**src/rtl/rhsl_pkg.sv**
```systemverilog
`timescale 1ns / 1ps
// ---------------------------------------------------------------------------
// rhsl_pkg
// Shared widths, types and the divider step for the RGB to HSL converter.
// ---------------------------------------------------------------------------
package rhsl_pkg;

  // channel and result widths
  localparam int CH_W  = 8;
  localparam int FLD_W = 16;

  // divider geometry: divisor up to 6*255, quotient up to 2^16
  localparam int DEN_W = 11;
  localparam int QUO_W = 17;
  localparam int NUM_W = DEN_W - 1 + QUO_W;

  // divider lanes
  localparam int LANES    = 2;
  localparam int LANE_HUE = 0;
  localparam int LANE_SAT = 1;

  // one lane of the long division: partial remainder, numerator bits that
  // are still to be brought down (quotient bits fill in from the bottom)
  typedef struct packed {
    logic [DEN_W-1:0] rem;
    logic [QUO_W-1:0] work;
    logic [DEN_W-1:0] dvsr;
  } div_lane_t;

  typedef div_lane_t [LANES-1:0] lanes_t;

  // data that rides along the divider
  typedef struct packed {
    logic             grey;
    logic [FLD_W-1:0] light;
  } side_t;

  // one restoring division step on one lane
  function automatic div_lane_t div_step(div_lane_t x);
    logic [DEN_W:0] trial;
    logic [DEN_W:0] diff;
    logic           ge;
    div_lane_t      y;
    trial  = {x.rem, x.work[QUO_W-1]};
    diff   = trial - {1'b0, x.dvsr};
    ge     = (trial >= {1'b0, x.dvsr});
    y.dvsr = x.dvsr;
    y.rem  = ge ? diff[DEN_W-1:0] : trial[DEN_W-1:0];
    y.work = {x.work[QUO_W-2:0], ge};
    return y;
  endfunction

  // step every lane
  function automatic lanes_t div_step_all(lanes_t x);
    lanes_t y;
    for (int i = 0; i < LANES; i++) begin
      y[i] = div_step(x[i]);
    end
    return y;
  endfunction

endpackage

```
**src/rtl/rhsl_div.sv**
```systemverilog
`timescale 1ns / 1ps
// ---------------------------------------------------------------------------
// rhsl_div
// Pipelined restoring divider, one quotient bit per stage on every lane.
// ---------------------------------------------------------------------------
module rhsl_div
  import rhsl_pkg::*;
(
  input  logic   clk,
  input  logic   rst,
  input  logic   en,
  input  logic   in_valid,
  input  lanes_t in_lanes,
  input  side_t  in_side,
  output logic   out_valid,
  output lanes_t out_lanes,
  output side_t  out_side
);

  logic [QUO_W-1:0] vld;
  lanes_t           stg  [QUO_W];
  side_t            side [QUO_W];

  // valid bits travel with the stages
  always_ff @(posedge clk) begin
    if (rst) begin
      vld <= '0;
    end else if (en) begin
      vld <= {vld[QUO_W-2:0], in_valid};
    end
  end

  // one division step per stage
  always_ff @(posedge clk) begin
    if (en) begin
      stg[0]  <= div_step_all(in_lanes);
      side[0] <= in_side;
      for (int s = 1; s < QUO_W; s++) begin
        stg[s]  <= div_step_all(stg[s-1]);
        side[s] <= side[s-1];
      end
    end
  end

  assign out_valid = vld[QUO_W-1];
  assign out_lanes = stg[QUO_W-1];
  assign out_side  = side[QUO_W-1];

endmodule

```
**src/rtl/rgb_to_hsl_core.sv**
```systemverilog
`timescale 1ns / 1ps
// ---------------------------------------------------------------------------
// rgb_to_hsl_core
// RGB pixel to hue, saturation and lightness in unsigned Q0.16.
// ---------------------------------------------------------------------------
// Takes one pixel per clock while the output side does not stall and returns
// one result per pixel, in order: two front stages find max, min and the hue
// sector, then 17 stages of a restoring divider (one quotient bit per stage,
// hue and saturation side by side), then the output register. A request is
// held in a one-entry skid buffer when the output side stalls, so
// s_axis_tready is a register.
// ---------------------------------------------------------------------------
module rgb_to_hsl_core
  import rhsl_pkg::*;
(
  input  logic        clk,
  input  logic        rst,
  input  logic        s_axis_tvalid,
  output logic        s_axis_tready,
  input  logic [23:0] s_axis_tdata,   // red[7:0], green[15:8], blue[23:16]
  output logic        m_axis_tvalid,
  input  logic        m_axis_tready,
  output logic [47:0] m_axis_tdata    // hue[15:0], saturation[31:16], lightness[47:32]
);

  logic        en;
  logic        skid_valid;
  logic [23:0] skid_data;
  logic        src_valid;
  logic [23:0] src_data;

  // pipeline advances unless the result is stuck
  assign en            = !m_axis_tvalid || m_axis_tready;
  assign s_axis_tready = !skid_valid;

  // skid buffer
  always_ff @(posedge clk) begin
    if (rst) begin
      skid_valid <= 1'b0;
    end else if (en) begin
      skid_valid <= 1'b0;
    end else if (s_axis_tvalid && s_axis_tready) begin
      skid_valid <= 1'b1;
    end
  end

  always_ff @(posedge clk) begin
    if (!en && !skid_valid && s_axis_tvalid) begin
      skid_data <= s_axis_tdata;
    end
  end

  assign src_valid = skid_valid || s_axis_tvalid;
  assign src_data  = skid_valid ? skid_data : s_axis_tdata;

  // stage a: max, min, dominant channel
  logic [CH_W-1:0]   r, g, b, hi, lo, d_a;
  logic signed [11:0] diff_a, t0_a;
  logic [CH_W:0]      sum_a;

  always_comb begin
    r      = src_data[7:0];
    g      = src_data[15:8];
    b      = src_data[23:16];
    hi     = (r > g) ? r : g;
    hi     = (hi > b) ? hi : b;
    lo     = (r < g) ? r : g;
    lo     = (lo < b) ? lo : b;
    d_a    = hi - lo;
    sum_a  = {1'b0, hi} + {1'b0, lo};
    priority if (r == hi) begin
      diff_a = $signed({4'b0, g}) - $signed({4'b0, b});
      t0_a   = diff_a;
    end else if (g == hi) begin
      diff_a = $signed({4'b0, b}) - $signed({4'b0, r});
      t0_a   = diff_a + $signed({3'b0, d_a, 1'b0});
    end else begin
      diff_a = $signed({4'b0, r}) - $signed({4'b0, g});
      t0_a   = diff_a + $signed({2'b0, d_a, 2'b0});
    end
  end

  logic               a_valid;
  logic [CH_W-1:0]    a_d;
  logic [CH_W:0]      a_sum;
  logic signed [11:0] a_t0;

  always_ff @(posedge clk) begin
    if (rst) begin
      a_valid <= 1'b0;
    end else if (en) begin
      a_valid <= src_valid;
    end
  end

  always_ff @(posedge clk) begin
    if (en) begin
      a_d   <= d_a;
      a_sum <= sum_a;
      a_t0  <= t0_a;
    end
  end

  // stage b: lightness, wrapped hue offset, divider operands
  logic [16:0]        l17;
  logic [DEN_W-1:0]   six_d;
  logic [9:0]         three_d;
  logic signed [11:0] u_s;
  logic [DEN_W-1:0]   u;
  logic [CH_W-1:0]    den;
  logic [NUM_W-1:0]   hue_num;
  logic [NUM_W-1:0]   sat_num;
  logic [CH_W:0]      den_hi;
  lanes_t             lanes_b;
  side_t              side_b;

  always_comb begin
    l17     = {a_sum, 8'b0} + {8'b0, a_sum} + 17'd1;
    six_d   = {1'b0, a_d, 2'b0} + {2'b0, a_d, 1'b0};
    three_d = {1'b0, a_d, 1'b0} + {2'b0, a_d};
    u_s     = (a_t0 < 0) ? (a_t0 + $signed({1'b0, six_d})) : a_t0;
    u       = u_s[DEN_W-1:0];
    den_hi  = 9'd510 - a_sum;
    den     = (a_sum < 9'd255) ? a_sum[CH_W-1:0] : den_hi[CH_W-1:0];
    hue_num = {u, 16'b0} + {17'b0, three_d};
    sat_num = {2'b0, a_d, 17'b0} - {18'b0, a_d, 1'b0} + {19'b0, den};

    lanes_b[LANE_HUE].rem  = {1'b0, hue_num[NUM_W-1:QUO_W]};
    lanes_b[LANE_HUE].work = hue_num[QUO_W-1:0];
    lanes_b[LANE_HUE].dvsr = six_d;
    lanes_b[LANE_SAT].rem  = {1'b0, sat_num[NUM_W-1:QUO_W]};
    lanes_b[LANE_SAT].work = sat_num[QUO_W-1:0];
    lanes_b[LANE_SAT].dvsr = {2'b0, den, 1'b0};

    side_b.grey  = (a_d == '0);
    side_b.light = l17[16:1];
  end

  logic   b_valid;
  lanes_t b_lanes;
  side_t  b_side;

  always_ff @(posedge clk) begin
    if (rst) begin
      b_valid <= 1'b0;
    end else if (en) begin
      b_valid <= a_valid;
    end
  end

  always_ff @(posedge clk) begin
    if (en) begin
      b_lanes <= lanes_b;
      b_side  <= side_b;
    end
  end

  // divider
  logic   q_valid;
  lanes_t q_lanes;
  side_t  q_side;

  rhsl_div u_div (
    .clk       (clk),
    .rst       (rst),
    .en        (en),
    .in_valid  (b_valid),
    .in_lanes  (b_lanes),
    .in_side   (b_side),
    .out_valid (q_valid),
    .out_lanes (q_lanes),
    .out_side  (q_side)
  );

  // output register: grey masking, hue wrap, saturation clamp
  logic [QUO_W-1:0] hue_q, sat_q;
  logic [FLD_W-1:0] hue_o, sat_o;

  always_comb begin
    hue_q = q_lanes[LANE_HUE].work;
    sat_q = q_lanes[LANE_SAT].work;
    hue_o = q_side.grey ? '0 : hue_q[FLD_W-1:0];
    if (q_side.grey) begin
      sat_o = '0;
    end else if (sat_q[QUO_W-1]) begin
      sat_o = '1;
    end else begin
      sat_o = sat_q[FLD_W-1:0];
    end
  end

  always_ff @(posedge clk) begin
    if (rst) begin
      m_axis_tvalid <= 1'b0;
    end else if (en) begin
      m_axis_tvalid <= q_valid;
    end
  end

  always_ff @(posedge clk) begin
    if (en) begin
      m_axis_tdata <= {q_side.light, sat_o, hue_o};
    end
  end

endmodule

```
**config.mk**
```make
export PLATFORM = sky130hd
export DESIGN_NAME = rgb_to_hsl_core
export DESIGN_NICKNAME = d
export VERILOG_FILES = /design/src/rtl/rhsl_pkg.sv /design/src/rtl/rhsl_div.sv /design/src/rtl/rgb_to_hsl_core.sv
export SDC_FILE = /design/constraint.sdc
export NUM_CORES = 2
export LEC_CHECK = 0
export BUFFER_PORTS_ARGS = -buffer_cell sky130_fd_sc_hd__buf_2
export CAP_MARGIN = 20
export CORE_AREA = 2 2 490 492
export CTS_CLUSTER_DIAMETER = 30
export DETAILED_ROUTE_END_ITERATION = 8
export DIE_AREA = 0 0 492 494
export HOLD_SLACK_MARGIN = 0.12
export PLACE_DENSITY = 0.47
export SYNTH_ARGS = -nofsm -noshare
export SYNTH_HDL_FRONTEND = slang
export SYNTH_SLANG_ARGS = --single-unit
```
**constraint.sdc**
```tcl
create_clock -name clk -period 88.8 [get_ports clk]
set_input_delay 17.76 -clock clk [delete_from_list [all_inputs] [get_ports clk]]
set_output_delay 17.76 -clock clk [all_outputs]
set_load 0.05 [all_outputs]
```
* Word-level counts from Yosys, hierarchy flattened
Memory sizes are Yosys's and may differ from the RTL's.
Cells that the tools add are included.
** Storage, ports and cells
- Register bits after elaboration :: 212
- Bits in writable memories :: 1615
- Input port bits :: 28
- Word-level logic and storage cells :: 169
- Memories kept :: 2
** Memory list
- u_div.stg :: words 17, width 78, rd ports 17, clocked after memory_dff 0, write ports 17, line rhsl_div.sv:21 : lanes_t stg [QUO_W];
- u_div.side :: words 17, width 17, rd ports 17, clocked after memory_dff 0, write ports 17, line rhsl_div.sv:22 : side_t side [QUO_W];
** Cells by class
- $lt $le $gt $ge :: 40
- Equality and inequality tests :: 2
- Add/sub/neg operators :: 50
- Muxes and demuxes :: 46
- Reductions and logical operators :: 10
** Operator list (number)
- 2-to-1 mux 11 bit :: 35
- >= comparator 12 x 11 -> 1 bit :: 32
- subtractor 11 bit :: 33
- 2-to-1 mux 8 bit :: 5
- adder 26 x 9 -> 27 bit :: 1
- adder 27 x 10 -> 27 bit :: 1
- subtractor 8 x 8 -> 9 bit :: 3
- subtractor 25 x 9 -> 26 bit :: 1
- 2-to-1 mux 12 bit :: 2
- 2-to-1 mux 24 bit :: 1
- adder 17 x 1 -> 17 bit, second input constant :: 1
- adder 17 x 9 -> 17 bit :: 1
- == test 8 bit :: 2
- > comparator 8 bit :: 2
- less-than comparator 8 bit :: 2
- 2-to-1 mux 16 bit :: 1
- adder 9 x 11 -> 12 bit :: 1
- less-than comparator 12 x 1 -> 1 bit, second input constant :: 1
- adder 10 x 9 -> 11 bit :: 1
- adder 11 bit :: 1
- adder 9 x 10 -> 11 bit :: 1
- >= comparator 11 bit :: 1
- >= comparator 11 x 9 -> 1 bit :: 1
- subtractor 11 x 9 -> 11 bit :: 1
- other kinds (11) :: 17

* Depth between registers and ports, before layout
- Depth after elaboration :: 9
- Depth in mapped cells :: 39
- Gate-level depth less buffers :: 32

* Modules after synthesis
From an unflattened synthesis, not the netlist that was laid out.
** Second synthesis, totals
- Cells, all modules :: 5636
- Area, all modules :: 82434.1 µm²
** By module, submodules not included
- rhsl_div :: area an instance 70888.0 µm², instances 1, seq. area each 48836.8 µm², cells each 4606
- rgb_to_hsl_core :: area an instance 11546.1 µm², instances 1, seq. area each 5215.0 µm², cells each 1030

* Least setup slack after synthesis
Ideal clock, no wire load.
- Path kind :: input-to-reg
- Start :: input port m_axis_tready
- End :: register a_valid
- Slack :: 28990 ps
- Path buffers :: 1
- Stages :: 4
- Arrival time :: 57910 ps
- Path through :: nor2b_1 -> inv_1 -> clkbuf_1 -> a211oi_1
** On the way
- Longest elaborated chain between the ends :: 1
** Ends and longest elaborated chain
- start: declaration :: line rgb_to_hsl_core.sv:22 : input logic m_axis_tready,
- logical OR 1 bit :: line rgb_to_hsl_core.sv:33 : assign en = !m_axis_tvalid || m_axis_tready;
- net en :: line rgb_to_hsl_core.sv:26 : logic en;
- end signal: assignment :: line rgb_to_hsl_core.sv:92 : a_valid <= src_valid;
- end: declaration :: line rgb_to_hsl_core.sv:83 : logic a_valid;
The timed path passes the listed nets, and every way through them passes these cells.
A chain may end at the register's enable or synchronous reset.

* Worst setup path in the final report
- Start :: input port s_axis_tdata[1]
- End :: register a_t0[10] (data pin)
** On the way
- Longest elaborated chain between the ends :: 9
- Elaborated cells on any way between the ends :: 18
- Classes of those cells :: add/sub (5); order compare (4); eq/ne (2); mux (7)
** Ends and longest elaborated chain
- start: declaration :: line rgb_to_hsl_core.sv:20 : input logic [23:0] s_axis_tdata,
- 2-to-1 mux 24 bit (*) :: line rgb_to_hsl_core.sv:54 : assign src_data = skid_valid ? skid_data : s_axis_tdata;
- > comparator 8 bit / less-than comparator 8 bit (equally long branches) :: line rgb_to_hsl_core.sv:65, rgb_to_hsl_core.sv:67
- 2-to-1 mux 8 bit (on tied branches) :: line rgb_to_hsl_core.sv:65, rgb_to_hsl_core.sv:67
- > comparator 8 bit / less-than comparator 8 bit (equally long branches) :: line rgb_to_hsl_core.sv:66, rgb_to_hsl_core.sv:68
- 2-to-1 mux 8 bit (on tied branches) :: line rgb_to_hsl_core.sv:66, rgb_to_hsl_core.sv:68
- subtractor 8 bit (*) :: line rgb_to_hsl_core.sv:69 : d_a = hi - lo;
- net d_a[1] :: line rgb_to_hsl_core.sv:57 : logic [CH_W-1:0] r, g, b, hi, lo, d_a;
- adder 9 x 11 -> 12 bit / adder 9 x 10 -> 11 bit (equally long branches) :: line rgb_to_hsl_core.sv:79, rgb_to_hsl_core.sv:76
- 2-to-1 mux 12 bit (*) :: line rgb_to_hsl_core.sv:74 : end else if (g == hi) begin
- 2-to-1 mux 12 bit (*) :: line rgb_to_hsl_core.sv:71 : priority if (r == hi) begin
- net t0_a[10] :: line rgb_to_hsl_core.sv:58 : logic signed [11:0] diff_a, t0_a;
- end signal: assignment :: line rgb_to_hsl_core.sv:100 : a_t0 <= t0_a;
- end: declaration :: line rgb_to_hsl_core.sv:86 : logic signed [11:0] a_t0;
The timed path passes the listed nets; every way through them passes the cells marked *.

==> results.txt <==
Hold Fails Final Rpt -> 0
critical setup path kind -> primary input to register
die height -> 494 µm
GR Layer Usage met2 -> 0.196
post-route antenna net violation count -> 0
CTS clk-pin slew, worst paths -> 50 ps
EDFF count, synth -> 1,478
Clock Tree Root -> clkbuf_16
Clock Sinks -> 1,499
worst path arrival time -> 25,370 ps
commonest non-fill, non-tap cells in the layout -> edfxtp_1 (1,478), inv_1 (527), ha_1 (402)
register area -> 44,800 µm²
DRC -> 0
adder-cell share of the synthesized area -> 0.0864
top cells by area, synth -> edfxtp_1 (65%), ha_1 (7.3%), mux2_2 (3.4%)
grt total ovfl -> 0
Fillers -> 22,700
mapped cell area -> 68,700 µm²
outcome -> finished clean
largest family of logic cells by synthesized area -> adder cells
CTS buffer count -> 378
Setup Skew -> 97.5 ps
antenna violations before repair -> 0
Setup Viol. Count Final -> 0
Die Area -> 243,000 µm²
H-tree Lvls -> 5
crit end category -> register
yosys warns -> 0
Worst-Margin Slew -> 1060 ps
DRT iter0 DRCs -> 1,783
FP Rows -> 179
final slew viol count -> 0
Max clock buf depth -> 4
slowest CP cell -> nor2_2
Mean Syn Cell Area -> 14.0 µm²
Startpoint Class -> primary input
CP Data Required Time -> 89,350 ps
drt first pass iters -> 5
Critical Path Max Stage Delay -> 610 ps
Detailed Place HPWL -> 88,800 µm
Most used DFF post-synth -> edfxtp_1
Total GRT Usage -> 0.106
Setup WS pre-CTS -> 63,020 ps
# Post-CTS Setup Buffers -> 0
flops & latches, synth -> 1,499
worst path bufs/invs -> 5
port buffer count -> 77
CP top delay family -> adder cells
placed insts -> 8,128
most common cell after layout, fill and taps aside -> edfxtp_1
Synth Area in Simple Gates -> 0.0714
CTS resizes -> 0
grt met1 use -> 0.114
diode count -> 0
Die Width -> 492 µm
CTS tree -> done
vias per std cell -> 4.38
via count -> 38,500
Synth top area share -> 0.646
TNS Setup -> 0 ps
XOR/XNOR share of the synthesized area -> 0.0329
Post-CTS Hold Buffers -> 0
Post-Layout Cell Count -> 8,804
Clk Latency, worst-skew pair -> 940 ps
hold crit path type -> register to register
Unique masters post-synth -> 92
Max Cap Viol -> 0
number of global-route vias before repair -> 40,700
Nets -> 5,813
register area share after synthesis -> 0.652
RSZ-0062 raised after global routing -> false
core area -> 237,000 µm²
Post-Syn Nets -> 5,374
Rel. slew slack -> 0.294
fmax -> 0.0403 GHz
r2r setup slk -> 80,130 ps
wire length per cell -> 14.7 µm
period utilization -> 0.280
GR peak layer -> met2
Period minus WS final -> 24,820 ps
leading area contributor after synthesis -> edfxtp_1
area of the multi-input gates -> 21,700 µm²
Post-Synthesis Cells -> 4,902
multiplexer share of the synthesized area -> 0.0478
io pins -> 78
GPL Wtd Cong -> 0.793
drt total wl -> 130,000 µm
Post-synth ARST share -> 0
largest net degree at the start of global routing -> 181
starting density of the core -> 0.290
worst setup margin -> 63,980 ps
met3 Track Usage GR -> 0.0239
layout cells sized above 1 -> 0.168
Compound-Gate Fraction of Synth Area -> 0.0770
global-route wire length before repair -> 210,000 µm
critical path peak fanout -> 15
Synth-to-Final Area Change -> 24.4%
[cell usage after synthesis (19+ instances only)]
master	n
o21ai_0	227
edfxtp_1	1478
xor2_1	87
and2_1	31
nor2b_1	93
a211oi_1	25
dfxtp_1	21
nand2b_1	52
nand4_1	50
nor4_1	19
or3_1	24
or4_1	22
clkbuf_1	36
fa_1	42
o21a_1	52
inv_1	528
a21boi_0	75
mux2_2	207
nand2_1	228
nand3_1	71
xnor2_1	169
a21o_1	81
nor2_1	292
mux2i_1	87
a21oi_1	169
a31oi_1	28
nor3_1	74
ha_1	402
[registers in the layout, indices dropped and copies added (netlist names)]
name and cells:
a_sum 8, a_t0 12, skid_data 24, skid_valid 1, b_lanes 54, m_axis_tvalid 1, a_valid 1, u_div.side 289
a_d 8, u_div.stg 1018, m_axis_tdata 48, b_side 17, b_valid 1, u_div.vld 17
[path summary, 6_finish.rpt]
path / from / end / cells past startpoint
worst max-delay path: s_axis_tdata[1] / a_t0[10]$_DFFE_PP_ / 29
worst min-delay path: u_div.stg[0][912]$_DFFE_PP_ / u_div.stg[0][991]$_DFFE_PP_ / 0
worst max register to register: skid_valid$_SDFFE_PP0P_ / a_t0[10]$_DFFE_PP_ / 29
worst min register to register: u_div.stg[0][912]$_DFFE_PP_ / u_div.stg[0][991]$_DFFE_PP_ / 0
[area by class of cell]
type,count,area share
clock buffer,431,0.114
clock inverter,245,0.0314
inverter,540,0.0238
multi-input combinational,2817,0.254
sequential,1499,0.524
tap,3167,0.0463
timing repair buffer,105,0.00740
[metrics by stage]
stage | cell area, µm² | hold WS [ps] | utilization
after global routing | 85600 | 316 | 0.360
final | 85600 | 317 | 0.360
after detailed placement | 73100 | 405 | 0.308
after floorplan | 68700 | 400 | -
after CTS | 85600 | 305 | 0.360
after global placement | 73100 | 401 | 0.308
[per-layer routing]
layer | wire length (µm) | up-vias
met5 | 0 | -
met4 | 4790 | 0
met3 | 4980 | 372
met2 | 68500 | 639
met1 | 51400 | 18400
li1 | - | 19100
[cells by family (layout without fill, tap and decap cells)]
logic type / Yosys count / count (layout)
AOI/OAI and AO/OA: 804 / 804
xor gates and xnor gates: 257 / 257
adders and majority gates: 450 / 450
buffers and inverters: 586 / 1321
DFF: 1499 / 1499
muxes: 299 / 299
other: 1 / 1
and+or+nand+nor: 1006 / 1006
Power is not shown: default switching activity piles up to over one toggle a cycle in this logic, so the estimate is an artifact.
